<file path="config.mk">
export PLATFORM = sky130hd
export DESIGN_NAME = baf_queue
export DESIGN_NICKNAME = d
export VERILOG_FILES = /design/src/design/baf_pkg.sv /design/src/design/baf_queue.sv
export SDC_FILE = /design/constraint.sdc
export NUM_CORES = 1
export LEC_CHECK = 0
export BUFFER_PORTS_ARGS = -buffer_cell sky130_fd_sc_hd__clkbuf_2
export CORE_AREA = 3 3 141 129
export CTS_BUF_LIST = sky130_fd_sc_hd__clkbuf_4 sky130_fd_sc_hd__clkbuf_8 sky130_fd_sc_hd__clkbuf_16
export DETAILED_ROUTE_END_ITERATION = 8
export DIE_AREA = 0 0 144 132
export GPL_TIMING_DRIVEN = 1
export RECOVER_POWER = 50
export SETUP_SLACK_MARGIN = 0.5
export SLEW_MARGIN = 40
export SYNTH_ARGS = -nofsm -noshare
export SYNTH_HDL_FRONTEND = slang
export SYNTH_SLANG_ARGS = --single-unit
export TNS_END_PERCENT = 30
</file>
<file path="constraint.sdc">
create_clock -name clk -period 2.6 [get_ports clk]
set_clock_uncertainty 0.15 [all_clocks]
set_input_delay 0.52 -clock clk [delete_from_list [all_inputs] [get_ports clk]]
set_output_delay 0.52 -clock clk [all_outputs]
set_load 0.01 [all_outputs]
</file>
<file path="src/design/baf_pkg.sv">
// ============================================================================
// baf_pkg
// Shared types and constants of the box average filter.
// ============================================================================
package baf_pkg;

  localparam int PIX_W       = 8;
  localparam int ROW_W       = 12;
  localparam int COL_OUT_W   = 10;
  localparam int CFG_W       = 11;
  localparam int ADDR_MAX_W  = 12;
  localparam int QUEUE_DEPTH = 4;
  localparam int QPTR_W      = 2;

  localparam logic [CFG_W-1:0] IMAGE_WIDTH_RESET = 11'd640;

  // Register index, taken from the word address of the configuration port.
  localparam logic REG_IMAGE_WIDTH = 1'b0;

  typedef struct packed {
    logic [PIX_W-1:0] pixel;
    logic             frame_start;
  } pixel_in_t;

  typedef struct packed {
    logic [PIX_W-1:0]     mean_value;
    logic [ROW_W-1:0]     centre_row;
    logic [COL_OUT_W-1:0] centre_col;
  } result_t;

  // One classified pixel on its way from the front end to the back end.
  typedef struct packed {
    logic [PIX_W-1:0]      pixel;
    logic [ADDR_MAX_W-1:0] addr;
    logic                  emit;
    logic [ROW_W-1:0]      centre_row;
    logic [COL_OUT_W-1:0]  centre_col;
  } queue_entry_t;

  typedef struct packed {
    logic full;
    logic empty;
  } queue_status_t;

endpackage

</file>
<file path="src/design/baf_queue.sv">
// ============================================================================
// baf_queue
// Short queue of classified pixels between the front and back ends.
// ============================================================================
module baf_queue
  import baf_pkg::*;
(
  input  logic          clk,
  input  logic          rst,
  input  logic          push,
  input  queue_entry_t  push_entry,
  input  logic          pop,
  output queue_entry_t  head,
  output queue_status_t status
);

  queue_entry_t        slots [QUEUE_DEPTH];
  logic [QPTR_W-1:0]   wr_ptr;
  logic [QPTR_W-1:0]   rd_ptr;
  logic [QPTR_W:0]     count;

  assign head         = slots[rd_ptr];
  assign status.full  = (count == (QPTR_W + 1)'(QUEUE_DEPTH));
  assign status.empty = (count == '0);

  always_ff @(posedge clk) begin
    if (push) begin
      slots[wr_ptr] <= push_entry;
    end
  end

  always_ff @(posedge clk) begin
    if (rst) begin
      wr_ptr <= '0;
      rd_ptr <= '0;
      count  <= '0;
    end else begin
      if (push) begin
        wr_ptr <= wr_ptr + QPTR_W'(1);
      end
      if (pop) begin
        rd_ptr <= rd_ptr + QPTR_W'(1);
      end
      if (push && !pop) begin
        count <= count + (QPTR_W + 1)'(1);
      end else if (pop && !push) begin
        count <= count - (QPTR_W + 1)'(1);
      end
    end
  end

`ifndef SYNTHESIS
  a_no_push_full : assert property (@(posedge clk) disable iff (rst)
    push |-> !status.full || pop)
    else $error("push into a full queue");
  a_no_pop_empty : assert property (@(posedge clk) disable iff (rst)
    pop |-> !status.empty)
    else $error("pop from an empty queue");
`endif

endmodule

</file>
# After elaboration in Yosys (flattened, before gate mapping)
# Memory sizes are Yosys's and may differ from the RTL's. A register that Yosys moved wholly into a read port is not among the register bits.
# Cells that the tools add are included.
# word_totals
ff_bits	7
output_inout_bits	45
wordCells	21
mem_bits_rw	172
inputBits	47
memories	1
# op_classes
addsub	4
reduce_logical	6
muxes	6
eq_ne	1
# mem_list
memory	depth	word_bits	read_ports	rd_ports_with_merged_regs	write_ports	line	text
slots	4	43	1	1	1	baf_queue.sv:17	queue_entry_t slots [QUEUE_DEPTH];
# ops
operator	n
$mux 3	2
$add 2x1->2 const B	2
$mux 2	2
$add 3x1->3 const B	1
$eq 3x3->1 const B	1
$logic_not 3->1	1
$sub 3x1->3 const B	1
$logic_and 1x1->1	2
$logic_not 1->1	2
$mux 1	2
$reduce_bool 2->1	1

# Longest topological paths before layout
# depth
depth_word	4
depth_mapped	7
depth_no_buf	7

# Worst setup path before layout
# Ideal clock, no wire load.
# synth_timing
path_kind	reg-to-reg
from	register wr_ptr[0]
to	memory slots[2][0] (netlist bit) (enable)
slack_ns	0.468
t_required_ns	2.045
path_stages_with_launch	4
arrival_time_ns	1.578
period_less_slack_ns	2.132
cell_sequence	dfxtp_1 > inv_1 > ha_1 > and2_1
# synth_rtl
element	line	text
start: declaration	baf_queue.sv:18	logic [QPTR_W-1:0] wr_ptr;
start signal: assignment	baf_queue.sv:39	wr_ptr <= wr_ptr + QPTR_W'(1);
end: declaration	baf_queue.sv:17	
# Straight into the memory's write port.

==> results by stage <==
Global routing:
- The overall fraction of global-route tracks in use is around an eighth.
- The via count of the first global-routing pass is about 3300.
- The first global-routing pass estimated 18190 um of wire.
- Entering global routing, the biggest net connects 44 pins.
- After global routing the overflow that remains totals 0.
- The initial antenna violation count is 0.

Timing:
- The max-slew headroom at the worst pin is 12.13%.
- The final sum of negative setup slack is 0 ns.
- For the pin with the worst max-slew slack, the measured transition is approximately 1.3 ns.
- Setup violations remaining at the end of the flow were counted as 0.
- The final number of max-transition violations is 0.
- Setup repair after global routing could not meet its margin everywhere.
- The period utilization is 93.14%.
- The final critical-path required period is between 2 and 2.5 ns.
- Timing would allow up to about 0.41 GHz.
- The number of failing hold endpoints at the final stage is 0.

Yosys:
- Counting flops and latches in the post-synthesis netlist gives ~180.
- The number of distinct library cells after synthesis is 22.
- The average cell area after synthesis is around 25 um^2.
- The part of the Yosys area used for sequential elements is roughly 80%.
- The instance count of the mapped netlist is roughly 270.
- The number of nets in the synthesized netlist is ~320.
- The largest area contributor in the synthesized netlist is sky130_fd_sc_hd__edfxtp_1.
- After synthesis, the cell types taking the most area are sky130_fd_sc_hd__edfxtp_1, sky130_fd_sc_hd__mux4_2, sky130_fd_sc_hd__dfxtp_1.
- After synthesis the cells add up to 0.006689 mm^2.
- The Yosys step of the flow raised 0 warnings.
- The share of Yosys cell area claimed by the top area cell type is ~77%.

Final layout:
- The net count reported at finish is approximately 440.
- The filler cells instantiated in the layout total 1395.
- The number of antenna cells inserted is 0.
- The cell area after layout is around 0.0082 mm^2.
- The proportion of layout cells with a drive suffix above 1 is 35.19%.
- The area growth from synthesis to final layout is 22.13%.

Floorplan:
- In this run the horizontal extent of the chip is ~140 um.
- In this run the standard cell core region covers about 0.017 mm^2.
- The area enclosed by the die boundary is 0.01901 mm^2.
- The die is between 100 and 150 um tall.
- The row count is between 40 and 50.
- The initial core utilization is 39.73%.
- The number of top-level design ports is slightly above 90.

Clock tree:
- The CTS buffer count is 17.
- The clock tree from TritonCTS is done.
- The number of H-tree levels is 4.
- Clock-pin slew was measured on the worst setup and hold paths at approximately 0.070 ns.
- In this run the clock root is driven by a sky130_fd_sc_hd__clkbuf_16.
- The number of clock sinks is around 180.
- The clock insertion delay at the later pin of the skew report is between 0.4 and 0.5 ns.
- The maximum buffer depth of the clock tree is 2.

Critical path:
- STA classifies the critical path endpoint as an output port.
- The data arrival time of the worst path is 1.75 ns.
- The endpoint required time on the critical path is roughly 1.9 ns.
- STA classifies the critical path startpoint as a flip-flop.
- The reg-to-reg setup timing slack is 0.39 ns.
- The critical path goes through buf_12, clkbuf_16, mux4_2, clkbuf_2.
- On the critical path the largest part of the delay comes from multiplexers.
- Of all nets on the critical path, the largest fanout is 5.
- The type of the worst setup path is flip-flop to output port.
- The count of buffering cells on the critical path with inverters included is 3.
- The delay of the slowest cell on the worst path is ~0.49 ns.
- Among all stages on the critical path, the largest delay is contributed by sky130_fd_sc_hd__mux4_2.

Run status:
- The flow ran to the end, and the final reports show no timing, DRC or antenna violations.

Power:
- The peak supply drop is about 450 uV.
- The power after layout is roughly 6800 uW.
- The leakage power summed over all cells is roughly 0.0027 uW.
- Power spread over the standard cell area amounts to 833.1 mW/mm^2.

Routing:
- The average wire per cell in the routed design is just under 20 um.
- The routed wire length is around 12000 um.
- Across all layers, the routed design uses 3043 vias.
- After detailed routing, the number of vias per cell comes to between 5 and 6.
- The total DRC errors in the routed layout is 0.
- The detailed router finished its first iteration with roughly 200 violations.
- The post-detailed-route count of antenna-violating nets is 0.
- The pre-antenna-repair detailed-routing pass consisted of 4 iterations.

Placed design:
- The half-perimeter wire length after placement is 6491 um.
- Buffers placed on the I/O ports in this run total between 90 and 100.
- The global placement routability congestion is about 0.66.
- The post-place instance area is between 0.007 and 0.008 mm^2.

Job:
- The max-cap check violation count is 0.

Worst hold path:
- The worst hold path belongs to the class primary input to flip-flop.
==> area by class of cell <==
type                       instances  area [um^2]  share of cell area [%]
clock inverter                    15        215.2                   2.634
inverter                           4        15.01                  0.1838
sequential                       181         5350                   65.49
multi-input combinational         73         1215                   14.87
tap                              211        264.0                   3.232
timing repair buffer             105        684.4                   8.378
clock buffer                      17        425.4                   5.208
==> synthesized netlist by cell type, drive strengths merged <==
cell type / number
fa: 1
nor3b: 1
buf: 9
mux4: 43
or3: 1
a21oi: 1
dfxtp: 9
edfxtp: 172
inv: 4
clkbuf: 2
and2: 4
xor2: 3
nor2: 7
nor3: 1
ha: 5
mux2i: 2
o21ai: 1
nand2: 1
xnor2: 2
==> worst register-to-register path: stages, from the launching register on <==
cell and delay (ns):
sky130_fd_sc_hd__dfxtp_1 0.39, sky130_fd_sc_hd__ha_1 0.16, sky130_fd_sc_hd__and2_2 0.12, sky130_fd_sc_hd__clkbuf_2 0.97
==> metrics by stage <==
step / hold WS [ns] / utilization, % / std cells / worst slack, ns
after floorplan: 0.3163 / - / 269 / 0.4865
after global routing: 0.1934 / 48.52 / 606 / 0.1099
after CTS: 0.1406 / 48.53 / 604 / 0.1170
final: 0.2061 / 48.52 / 606 / 0.1783
after detailed placement: 0.3440 / 44.16 / 568 / 0.4324
after global placement: 0.3290 / 44.16 / 568 / 0.4916
==> flip-flops by register name, summed over array words and instances (netlist names), named ones only <==
signal and cells:
wr_ptr 2, slots 172, count 3, rd_ptr 2
==> power breakdown <==
group	internal [uW]	total [uW]	switching (uW)
Sequential	3340	3390	42.6
Clock	1640	2730	1090
Combinational	342	692	350
==> placed cells by master (no fill, tap or decap), drive strengths merged <==
cell type | netlist | final
fa | 1 | 1
nor2 | 7 | 7
nand2 | 1 | 1
o21ai | 1 | 1
edfxtp | 172 | 172
and2 | 4 | 4
clkinvlp | 0 | 2
dfxtp | 9 | 9
buf | 9 | 14
nor3b | 1 | 1
mux4 | 43 | 43
xor2 | 3 | 3
or3 | 1 | 1
mux2i | 2 | 2
a21oi | 1 | 1
ha | 5 | 5
bufinv | 0 | 4
inv | 4 | 11
clkinv | 0 | 2
clkbuf | 2 | 108
xnor2 | 2 | 2
nor3 | 1 | 1
==> per-layer routing <==
metal	wire (um)	share of wire, %	GRT usage, %	vias up
li1	-	-	-	1359
met3	645	5.4	5.223	10
met1	5032	42	16.30	1598
met2	6078	51	21.33	76
met5	0	0	0	-
met4	123	1.0	4.079	0
==> cells by family after synthesis <==
kind of cell,Yosys count,share of synthesized area [%]
AOI/OAI and AO/OA,2,0.1495
xor gates and xnor gates,5,0.6548
adders and majority gates,6,1.235
buffers and inverters,15,2.002
DFF,181,79.91
muxes,45,14.95
and+or+nand+nor,15,1.104
==> worst paths after layout <==
path,from,end,depth (start not counted)
max,flip-flop,head[9],4
min,push_entry[25],slots[1][25]$_DFFE_PP_,1
max reg2reg,wr_ptr[0]$_SDFFE_PP0P_,slots[3][31]$_DFFE_PP_,3
min reg2reg,count[2]$_SDFFE_PP0P_,count[2]$_SDFFE_PP0P_,2
==> what timing repair did <==
action                     4_1_cts  5_1_grt
cloned                           2        2
gates resized for setup          2        7
hold buffers                     0        0
setup endpoints to repair       43       43
buffers inserted                 2        0
No activity file was read; power rests on OpenSTA's default activity.
