### config.mk
export PLATFORM = sky130hd
export DESIGN_NAME = baf_front
export DESIGN_NICKNAME = d
export VERILOG_FILES = /design/src/design/baf_pkg.sv /design/src/design/baf_front.sv
export SDC_FILE = /design/constraint.sdc
export NUM_CORES = 1
export LEC_CHECK = 0
export BUFFER_PORTS_ARGS = -buffer_cell sky130_fd_sc_hd__buf_2
export CELL_PAD_IN_SITES_DETAIL_PLACEMENT = 1
export CELL_PAD_IN_SITES_GLOBAL_PLACEMENT = 2
export CORE_MARGIN = 1
export CORE_UTILIZATION = 25
export DETAILED_ROUTE_END_ITERATION = 8
export GPL_ROUTABILITY_DRIVEN = 0
export PLACE_DENSITY_LB_ADDON = 0.08
export SETUP_SLACK_MARGIN = 0.1
export SLEW_MARGIN = 20
export SYNTH_ARGS = -nofsm -noshare
export SYNTH_HDL_FRONTEND = slang
export SYNTH_SLANG_ARGS = --single-unit
### constraint.sdc
create_clock -name clk -period 2.9 [get_ports clk]
set_input_delay 0 -clock clk [delete_from_list [all_inputs] [get_ports clk]]
set_output_delay 0 -clock clk [all_outputs]
set_load 0.01 [all_outputs]
### src/design/baf_pkg.sv
// ============================================================================
// baf_pkg
// Shared types and constants of the box average filter.
// ============================================================================
package baf_pkg;

  localparam int PIX_W       = 8;
  localparam int ROW_W       = 12;
  localparam int COL_OUT_W   = 10;
  localparam int CFG_W       = 11;
  localparam int ADDR_MAX_W  = 12;
  localparam int QUEUE_DEPTH = 4;
  localparam int QPTR_W      = 2;

  localparam logic [CFG_W-1:0] IMAGE_WIDTH_RESET = 11'd640;

  // Register index, taken from the word address of the configuration port.
  localparam logic REG_IMAGE_WIDTH = 1'b0;

  typedef struct packed {
    logic [PIX_W-1:0] pixel;
    logic             frame_start;
  } pixel_in_t;

  typedef struct packed {
    logic [PIX_W-1:0]     mean_value;
    logic [ROW_W-1:0]     centre_row;
    logic [COL_OUT_W-1:0] centre_col;
  } result_t;

  // One classified pixel on its way from the front end to the back end.
  typedef struct packed {
    logic [PIX_W-1:0]      pixel;
    logic [ADDR_MAX_W-1:0] addr;
    logic                  emit;
    logic [ROW_W-1:0]      centre_row;
    logic [COL_OUT_W-1:0]  centre_col;
  } queue_entry_t;

  typedef struct packed {
    logic full;
    logic empty;
  } queue_status_t;

endpackage

### src/design/baf_front.sv
// ============================================================================
// baf_front
// Raster position tracking and classification of each accepted pixel.
// ============================================================================
module baf_front
  import baf_pkg::*;
#(
  parameter int RADIUS    = 1,
  parameter int MAX_WIDTH = 1024
) (
  input  logic               clk,
  input  logic               rst,
  input  logic               accept,
  input  pixel_in_t          pix_in,
  input  logic [CFG_W-1:0]   image_width,
  output queue_entry_t       entry
);

  localparam int LINES = 2 * RADIUS;
  localparam int CW    = $clog2(MAX_WIDTH);
  localparam int WW    = (CW + 1 > CFG_W) ? CW + 1 : CFG_W;

  logic [ROW_W-1:0] row;
  logic [CW-1:0]    col;
  logic [ROW_W-1:0] row_eff;
  logic [CW-1:0]    col_eff;
  logic [WW-1:0]    w_min;
  logic [WW-1:0]    w_eff;
  logic [WW-1:0]    col_inc;
  logic [ADDR_MAX_W-1:0] col_wide;

  // A zero width acts as one, and widths beyond the line store are clamped.
  always_comb begin
    w_min = (image_width == '0) ? WW'(1) : WW'(image_width);
    w_eff = (w_min > WW'(MAX_WIDTH)) ? WW'(MAX_WIDTH) : w_min;
  end

  // A frame start puts the pixel at row zero, column zero.
  assign row_eff  = pix_in.frame_start ? '0 : row;
  assign col_eff  = pix_in.frame_start ? '0 : col;
  assign col_inc  = WW'(col_eff) + WW'(1);
  assign col_wide = ADDR_MAX_W'(col_eff);

  always_comb begin
    entry.pixel      = pix_in.pixel;
    entry.addr       = col_wide;
    entry.emit       = (row_eff >= ROW_W'(LINES)) && (col_eff >= CW'(LINES));
    entry.centre_row = row_eff - ROW_W'(RADIUS);
    entry.centre_col = COL_OUT_W'(col_wide - ADDR_MAX_W'(RADIUS));
  end

  always_ff @(posedge clk) begin
    if (rst) begin
      row <= '0;
      col <= '0;
    end else if (accept) begin
      if (col_inc >= w_eff) begin
        col <= '0;
        row <= row_eff + ROW_W'(1);
      end else begin
        col <= col_inc[CW-1:0];
        row <= row_eff;
      end
    end
  end

`ifndef SYNTHESIS
  a_frame_start_col : assert property (@(posedge clk) disable iff (rst)
    accept && pix_in.frame_start && (w_eff > WW'(1)) |=> col == CW'(1))
    else $error("column did not restart at a frame start");
`endif

endmodule

# --- Word level (Yosys, flattened, before mapping) ---
# Index checks and enable logic that the tools add are counted.
totals:
  regBits: 22
  out_inout_bits: 43
  wordCells: 18
op_classes:
  add_sub_neg: 4
  order_cmp: 4
  muxes: 6
  n_reduce_logical: 2
ops:
  columns: ["cell", "n"]
  rows:
  - ["12-bit 2-to-1 mux", 2]
  - ["11-bit 2-to-1 mux", 2]
  - ["10-bit 2-to-1 mux", 2]
  - ["12-bit by 1-bit adder with 12-bit output, second input constant", 1]
  - ["12-bit by 2-bit >= comparator with 1-bit output, second input constant", 1]
  - ["12-bit by 1-bit subtractor with 12-bit output, second input constant", 1]
  - ["10-bit by 1-bit adder with 11-bit output, second input constant", 1]
  - ["11-bit >= comparator", 1]
  - ["11-bit > comparator, second input constant", 1]
  - ["11-bit zero test", 1]
  - ["10-bit by 2-bit >= comparator with 1-bit output, second input constant", 1]
  - ["10-bit by 1-bit subtractor with 10-bit output, second input constant", 1]
  - ["1-bit logical AND", 1]

# --- Longest topological paths before layout ---
# Gate-level depths: netlist of run 1.
logic_depth:
  ltp_word: 6
  mapped_depth: 18
  mapped_depth_nobuf: 15

# --- Worst setup path before layout of run 1 ---
# OpenSTA, ideal clock, no wires.
synth_timing:
  kind: "reg-to-reg"
  startpoint: "register col[0]"
  endpoint: "register row[8]"
  setup_ns: 0.074
  t_arrival_ns: 3.090
  required_ns: 2.826
  path_slack_ns: -0.265
  stages_incl_launch_ff: 15
  path_buffers: 0
  cell_sequence: "dfxtp_1 -> nand2_1 -> inv_1 -> ha_1 -> nand2_1 -> nor3_1 -> and3_1 -> xnor2_1 -> ha_1 -> nand4_1 -> nor3_1 -> a21oi_1 -> and2_2 -> or4b_2 -> a31oi_1"
synth_rtl:
  columns: ["item", "line", "rtl"]
  rows:
  - ["start: declaration", "baf_front.sv:24", "logic [CW-1:0] col;"]
  - ["start signal: assignment", "baf_front.sv:61", "col <= col_inc[CW-1:0];"]
  - ["end signal: assignment", "baf_front.sv:59", "row <= row_eff + ROW_W'(1);"]
  - ["end signal: assignment", "baf_front.sv:62", "row <= row_eff;"]
  - ["end: declaration", "baf_front.sv:23", "logic [ROW_W-1:0] row;"]

# --- Worst setup path after layout of run 1 ---
layout_timing:
  startpoint: "register col[0]"
  endpoint: "register row[8]"
layout_between:
  elab_chain_cells: 4
layout_rtl:
  columns: ["item", "line", "rtl"]
  rows:
  - ["10-bit 2-to-1 mux", "baf_front.sv:40", "assign col_eff = pix_in.frame_start ? '0 : col;"]
  - ["10-bit by 1-bit adder with 11-bit output", "baf_front.sv:41", "assign col_inc = WW'(col_eff) + WW'(1);"]
  - ["11-bit >= comparator", "baf_front.sv:57", "if (col_inc >= w_eff) begin"]
  - ["12-bit 2-to-1 mux", "baf_front.sv:57", null]
# Every way passes these cells.
# A chain may end at the register's enable or synchronous reset.

==> metrics, run 1 <==
CP peak stage delay 0.47 ns; peak supply drop 146 uV; met1 usage 25.8%; Die Y 96.1 um; count leader, synth nand2_1; DR pass1 iterations 4; Vias 2401; most frequent cells after synthesis nand2_1 (36), nand3_1 (26), a21oi_1 (22), dfxtp_1 (22), nand2b_1 (22); Rel. slew slack 54.0%; Worst Setup Start Kind flop; CTS tree yes; Initial Utilization 26.4%; area delta synth->final 32.6%; post-DP HPWL 6070 um; final worst-path cycle share 93.2%; total core area 0.00838 sq mm; Fin. Hold Viols 0; worst skew pair latency 0.26 ns; Min-Delay Path Class primary input to output port; Place WS -0.0726 ns; antenna cell count 0; die width 96.1 um; GR peak layer met2; Arr. time, crit path 2.89 ns; pins over their slew limit 0; met2 Usage GRT 27.2%; Synth Register Bits 22; Critical Path Slowest Stage Cell or4b_4; Fmax 370 MHz; Vias/cell 5.04; Fillers 1063; TritonCTS buffer count 3; Crit path max-delay family simple AND/OR/NAND/NOR gates; Synth area leaders dfxtp_1 (20%), ha_1 (9.6%), nand2b_1 (6.2%), nand2_1 (6.1%), nand3_1 (5.9%); grt met3 use 2.13%; CTS Sinks 22; gr ovfl total 0; largest net degree at the start of global routing 44; outcome completed; Iter 0 DRT Violations 75; post-synthesis sequential area ratio 19.9%; crit path kind flop to flop; most area-hungry cell type in the Yosys netlist dfxtp_1; Worst Tran Pin Value 0.689 ns; H-tree Lvls 1; Remaining DRCs 0; Pleak 1.23 nW; hold slack 0.00000351 ns; cts hold-fix bufs 0; die area 0.00924 sq mm; WP buf/inv 1; synth warn 0; Mean Syn Cell Area 7.10 sq um; Crit. End Element flop; Post-synth EDFFs 0; Mapped Area 0.00222 sq mm; Final min period 2.70 ns; Yosys top cell area share 19.9%; final wirelength 7870 um; Cells after Synth 312; Buffers on Ports 47; vias in the first global route 2328; Synth Flop Type dfxtp_1; I/O Pins 66; average routed wire per standard cell 16.5 um; row count 33; global-route total usage across every layer 17.3%; initial antenna violation count 0; clock slew seen by the registers of the worst setup and hold paths 0.08 ns; critical path required time 3.09 ns; Setup Viol. Count Final 0; Post-layout nets 413; Setup Skew 0.00454 ns; CP max FO 7; max cap viols 0; share of cells above drive strength 1 32.1%; final worst-path setup slack 0.198 ns; asr flop ratio synth 0%; CTS max path bufs 2; Distinct cells, synth 49; first-pass GRT wire length 12200 um; Cell Pwr Density 219 mW/mm^2; Routed Antenna Nets 0; Root Buffer clkbuf_8; CP Cell Sequence nand2_4, inv_4, ha_4, nand2_4, nor3_4, and3_4, and3_4, ha_4, nand4_1, nor3_2, a21oi_2, and2_4, or4b_4, a31oi_1; RSZ-0062 raised after global routing true
## kinds of logic (layout without fill, tap and decap cells)
logic type,after synthesis,after routing,share of synthesized area [%]
and+or+nand+nor,149,149,36.1
other,1,2,0.169
DFF,22,22,19.9
xor gates and xnor gates,19,19,7.51
buffers and inverters,42,100,10.2
adders and majority gates,17,17,9.60
AOI/OAI and AO/OA,62,62,16.5
## cell usage in the layout (no fill, tap or decap), types with 11 or more instances in the layout
master / count
a21oi_1: 20
a31oi_1: 12
buf_2: 47
buf_4: 34
dfxtp_1: 19
ha_1: 14
nand2_1: 31
nand2b_1: 22
nand3_1: 24
nor2_1: 14
o21ai_0: 11
## worst register-to-register path, cell delays in order (launching register included)
cell     delay, ns
dfxtp_4       0.37
nand2_4       0.07
inv_4         0.04
ha_4          0.16
nand2_4       0.07
nor3_4        0.04
and3_4        0.21
and3_4        0.18
ha_4          0.27
nand4_1       0.15
nor3_2        0.16
a21oi_2       0.08
and2_4        0.17
or4b_4        0.47
a31oi_1       0.19
## routing by layer
metal	vias up	share of wire [%]	wire length, um
li1	1209	-	-
met1	1159	52	4070
met2	29	45	3560
met3	4	2.6	202
met4	0	0.56	44
met5	-	0	0
## final cells by class
type	count	area, sq um	share of cell area, %
multi-input cells	249	1730	58.7
well taps	105	131	4.47
inverters	14	60.1	2.04
flip-flops and latches	22	449	15.3
repair buffers	83	531	18.1
clock buffers	3	41.3	1.40
## worst paths after layout
kind                                     startpoint                  end  slack (ns)  depth (start not counted)
worst max register to register  col[0]$_SDFFE_PP0P_  row[8]$_SDFFE_PP0P_        0.20                         14
worst min register to register  col[8]$_SDFFE_PP0P_  col[8]$_SDFFE_PP0P_        0.50                          2
worst min-delay path                      pix_in[1]            entry[35]    0.000004                          0
worst max-delay path            col[0]$_SDFFE_PP0P_  row[8]$_SDFFE_PP0P_        0.20                         14
## per-stage QoR
stage | util [%] | area (sq um) | instances | TNS (ns) | power [mW]
finish | 35.1 | 2940 | 476 | 0 | 0.644
CTS | 33.5 | 2810 | 475 | 0 | 0.654
floorplan | - | 2250 | 313 | 0 | 0.401
detailed placement | 32.2 | 2700 | 468 | -0.0726 | 0.449
global placement | 32.2 | 2700 | 468 | 0 | 0.448
global route | 35.1 | 2940 | 476 | 0 | 0.681
## report_power, final
group	switching, mW	total (mW)	internal [mW]
clock network	0.104	0.197	0.0928
logic	0.0841	0.142	0.0578
registers	0.00274	0.306	0.303
total	0.191	0.644	0.454
## sequential cells by signal (all words and copies together), names as in the netlist
| register | flops |
|---|---|
| row | 12 |
| col | 10 |
## what timing repair did
item                                    in CTS  in global routing
pin swaps                                   16                 17
endpoints found under the setup margin      20                 22
setup buffers                                4                  2
gates resized for setup                     10                 26
Note: power is estimated with default switching activity, not from simulation.
==> run 2: changes to the inputs <==
- ABC_AREA: not set -> 1
- ABC_CLOCK_PERIOD_IN_PS: not set -> 2900
==> metrics, run 2 <==
outcome completed; Synth Register Bits 22 (unchanged); Synth Flop Type dfxtp_1; largest net degree at the start of global routing 23 (-48%); synth warn 0 (unchanged); Fmax 380 MHz (+2.7%); post-DP HPWL 6650 um (+9.5%); global-route total usage across every layer 15.9% (-1.4 points); most common cell after layout, fill and taps aside nand2_1; count leader, synth nand2_1; Reg-to-Reg End row[10]$_SDFFE_PP0P_; Worst Setup Start Kind flop; Setup Viol. Count Final 0 (unchanged); Die Y 103 um (+7.0%); critical path required time 3.10 ns (about the same); r2r startpoint col[0]$_SDFFE_PP0P_; Remaining DRCs 0 (unchanged); first-pass GRT wire length 12900 um (+5.2%); crit path kind flop to flop; most flop-heavy register row; Internal 0.547 mW (+21%); worst skew pair latency 0.27 ns (about the same); WHS Endpoint entry[41]; Buffers on Ports 47 (unchanged); peak supply drop 160 uV (+9.2%); hold_sp pix_in[7]; CTS tree yes; Worst Reg-to-Reg Cells 19 (+5); post-synthesis sequential area ratio 17.3% (-2.6 points); Mapped Area 0.00255 sq mm (+15%); CP peak stage delay 0.34 ns (-0.13 ns); Vias 2561 (+6.7%); Critical Path Slowest Stage Cell dfxtp_2; Clk pwr share 39.0% (+8.5 points); Iter 0 DRT Violations 58 (-23%); initial antenna violation count 0 (unchanged); Post-synth EDFFs 0 (unchanged); final worst-path cycle share 90.7% (-2.5 points); die width 103 um (+7.0%); I/O Pins 66 (unchanged); Initial Utilization 25.9% (-0.51 points); worst hold path cell count 0 (unchanged); top flop regs row: 12 flops, col: 10 flops; Min-Delay Path Class primary input to output port; combinational share of power 21.0% (-1.0 points); RSZ-0062 raised after global routing true; share of cells above drive strength 1 32.1% (about the same); sw power 0.216 mW (+13%); sequential group share of total power 40.0% (-7.4 points); Distinct cells, synth 35 (-29%); Crit. End Element flop; final wirelength 8170 um (+3.8%); flop2flop setup slack 0.27 ns (+0.07 ns); Synth area leaders nand2_1 (18%), dfxtp_1 (17%), xor2_1 (8.6%), ha_1 (8.4%), inv_1 (6.3%); Worst path most repeated cell nand2_1; Pleak 1.61 nW (+31%); Root Buffer clkbuf_8; max cap viols 0 (unchanged); area delta synth->final 26.8%; Cell Pwr Density 236 mW/mm^2 (+7.8%); Fillers 1304 (+23%); most frequent cells in the layout nand2_1 (118), buf_2 (47), inv_1 (42); CP max FO 5 (-2); gr ovfl total 0 (unchanged); Vias/cell 4.40 (-13%); Setup Skew 0.00812 ns (+0.00358 ns); Arr. time, crit path 2.83 ns (-0.06 ns); Fin. Hold Viols 0 (unchanged); row count 36 (+9.1%); DR pass1 iterations 4 (unchanged); average routed wire per standard cell 14.0 um (-15%); Yosys top cell area share 18.4% (-1.4 points); Cells after Synth 397 (+27%); total core area 0.00982 sq mm (+17%); TritonCTS buffer count 3 (unchanged); cts hold-fix bufs 0 (unchanged); Routed Antenna Nets 0 (unchanged); most frequent cells after synthesis nand2_1 (125), inv_1 (43), xor2_1 (25); vias in the first global route 2488 (+6.9%); asr flop ratio synth 0% (unchanged); CP Cell Sequence inv_1, nor2_8, ha_4, nand2_2, nor2_4, nand2_4, xor2_4, ha_4, nand2_1, inv_1, nand2_1, nor2_1, nand2_1, nand2_4, nor2_4, buf_12, nor2_4, nand2_1, a21oi_1; die area 0.0106 sq mm (+15%); pins over their slew limit 0 (unchanged); antenna cell count 0 (unchanged); setup_tns 0 ns (unchanged); post-route insts no fill 582 (+22%); H-tree Lvls 1 (unchanged); Final min period 2.63 ns (-0.0712 ns); Placed Cells 570 (+22%); Mean Syn Cell Area 6.41 sq um (-9.7%); clock slew seen by the registers of the worst setup and hold paths 0.09 ns (about the same); CTS max path bufs 2 (unchanged); Post-layout nets 490 (+19%); CTS Sinks 22 (unchanged); max FFs per register 12 (unchanged); sw frac 28.4% (-1.2 points); most area-hungry cell type in the Yosys netlist nand2_1
-- run 2: kinds of logic (layout without fill, tap and decap cells) --
kind of cell	Yosys count	in the layout	synth area share, %
AND/OR/NAND/NOR	225	225	45.0
buffers and inverters	71	122	13.0
AO/OA/AOI/OAI	35	35	7.32
XOR/XNOR	26	26	8.94
flip-flops	22	22	17.3
adder cells (fa/ha/maj)	17	17	8.35
other	1	2	0.147
-- run 2: area by class of cell --
type	instances	area [sq um]	share of cell area, %
sequential	22	444	13.8
multi-input combinational	305	1950	60.4
timing repair buffer	63	388	12.0
tap	133	166	5.16
clock inverter	1	30.0	0.930
inverter	55	209	6.47
clock buffer	3	41.3	1.28
-- run 2: worst max path at each step --
stage                        start  depth (start not counted)  slack, ns                   end
2_1_floorplan  col[0]$_SDFFE_PP0P_                         17       0.45   row[0]$_SDFFE_PP0P_
4_1_cts        col[0]$_SDFFE_PP0P_                         19       0.11  row[10]$_SDFFE_PP0P_
3_3_place_gp   col[0]$_SDFFE_PP0P_                         18       0.18  row[10]$_SDFFE_PP0P_
3_5_place_dp   col[0]$_SDFFE_PP0P_                         17       0.10  row[10]$_SDFFE_PP0P_
6_report       col[0]$_SDFFE_PP0P_                         19       0.27  row[10]$_SDFFE_PP0P_
5_1_grt        col[0]$_SDFFE_PP0P_                         15       0.08  row[10]$_SDFFE_PP0P_
-- run 2: stage by stage --
stage / hold WS, ns / instance area, sq um / worst slack, ns / util (%) / total power [mW]
after global placement: 0.0000749 / 2900 / 0.181 / 29.6 / 0.459
after detailed placement: 0.0000749 / 2900 / 0.101 / 29.6 / 0.459
after floorplan: 0.0691 / 2550 / 0.451 / - / 0.416
after global routing: 0.0000151 / 3230 / 0.0760 / 32.9 / 0.806
final: 0.00000444 / 3230 / 0.269 / 32.9 / 0.763
after CTS: 0.0000749 / 3000 / 0.111 / 30.5 / 0.763
-- run 2: routing by layer --
layer | GRT usage (%) | part of all wire (%)
met3 | 1.63 | 2.3
met5 | 0 | 0
met1 | 23.5 | 53
met4 | 2.49 | 0.60
met2 | 25.2 | 45
-- run 2: power groups by stage --
stage	sequential [mW]	combinational, mW	clock, mW
2_1_floorplan	0.312	0.105	0
3_3_place_gp	0.312	0.148	0
3_5_place_dp	0.312	0.147	0
4_1_cts	0.305	0.149	0.309
5_1_grt	0.306	0.178	0.323
6_report	0.305	0.160	0.298
-- run 2: timing repair --
item | 4_1_cts | 5_1_grt
gates cloned | 0 | 0
setup buffers | 1 | 7
setup endpoints to repair | 5 | 20
resized for setup | 3 | 33
pin swaps | 1 | 11
-- run 2: critical path, delay by kind of cell (launching register included) --
| kind | cells | cell delay (ns) |
|---|---|---|
| AOI/OAI and AO/OA | 1 | 0.15 |
| xor gates and xnor gates | 1 | 0.18 |
| adders and majority gates | 2 | 0.43 |
| buffers and inverters | 3 | 0.25 |
| DFF | 1 | 0.34 |
| and+or+nand+nor | 12 | 1.19 |
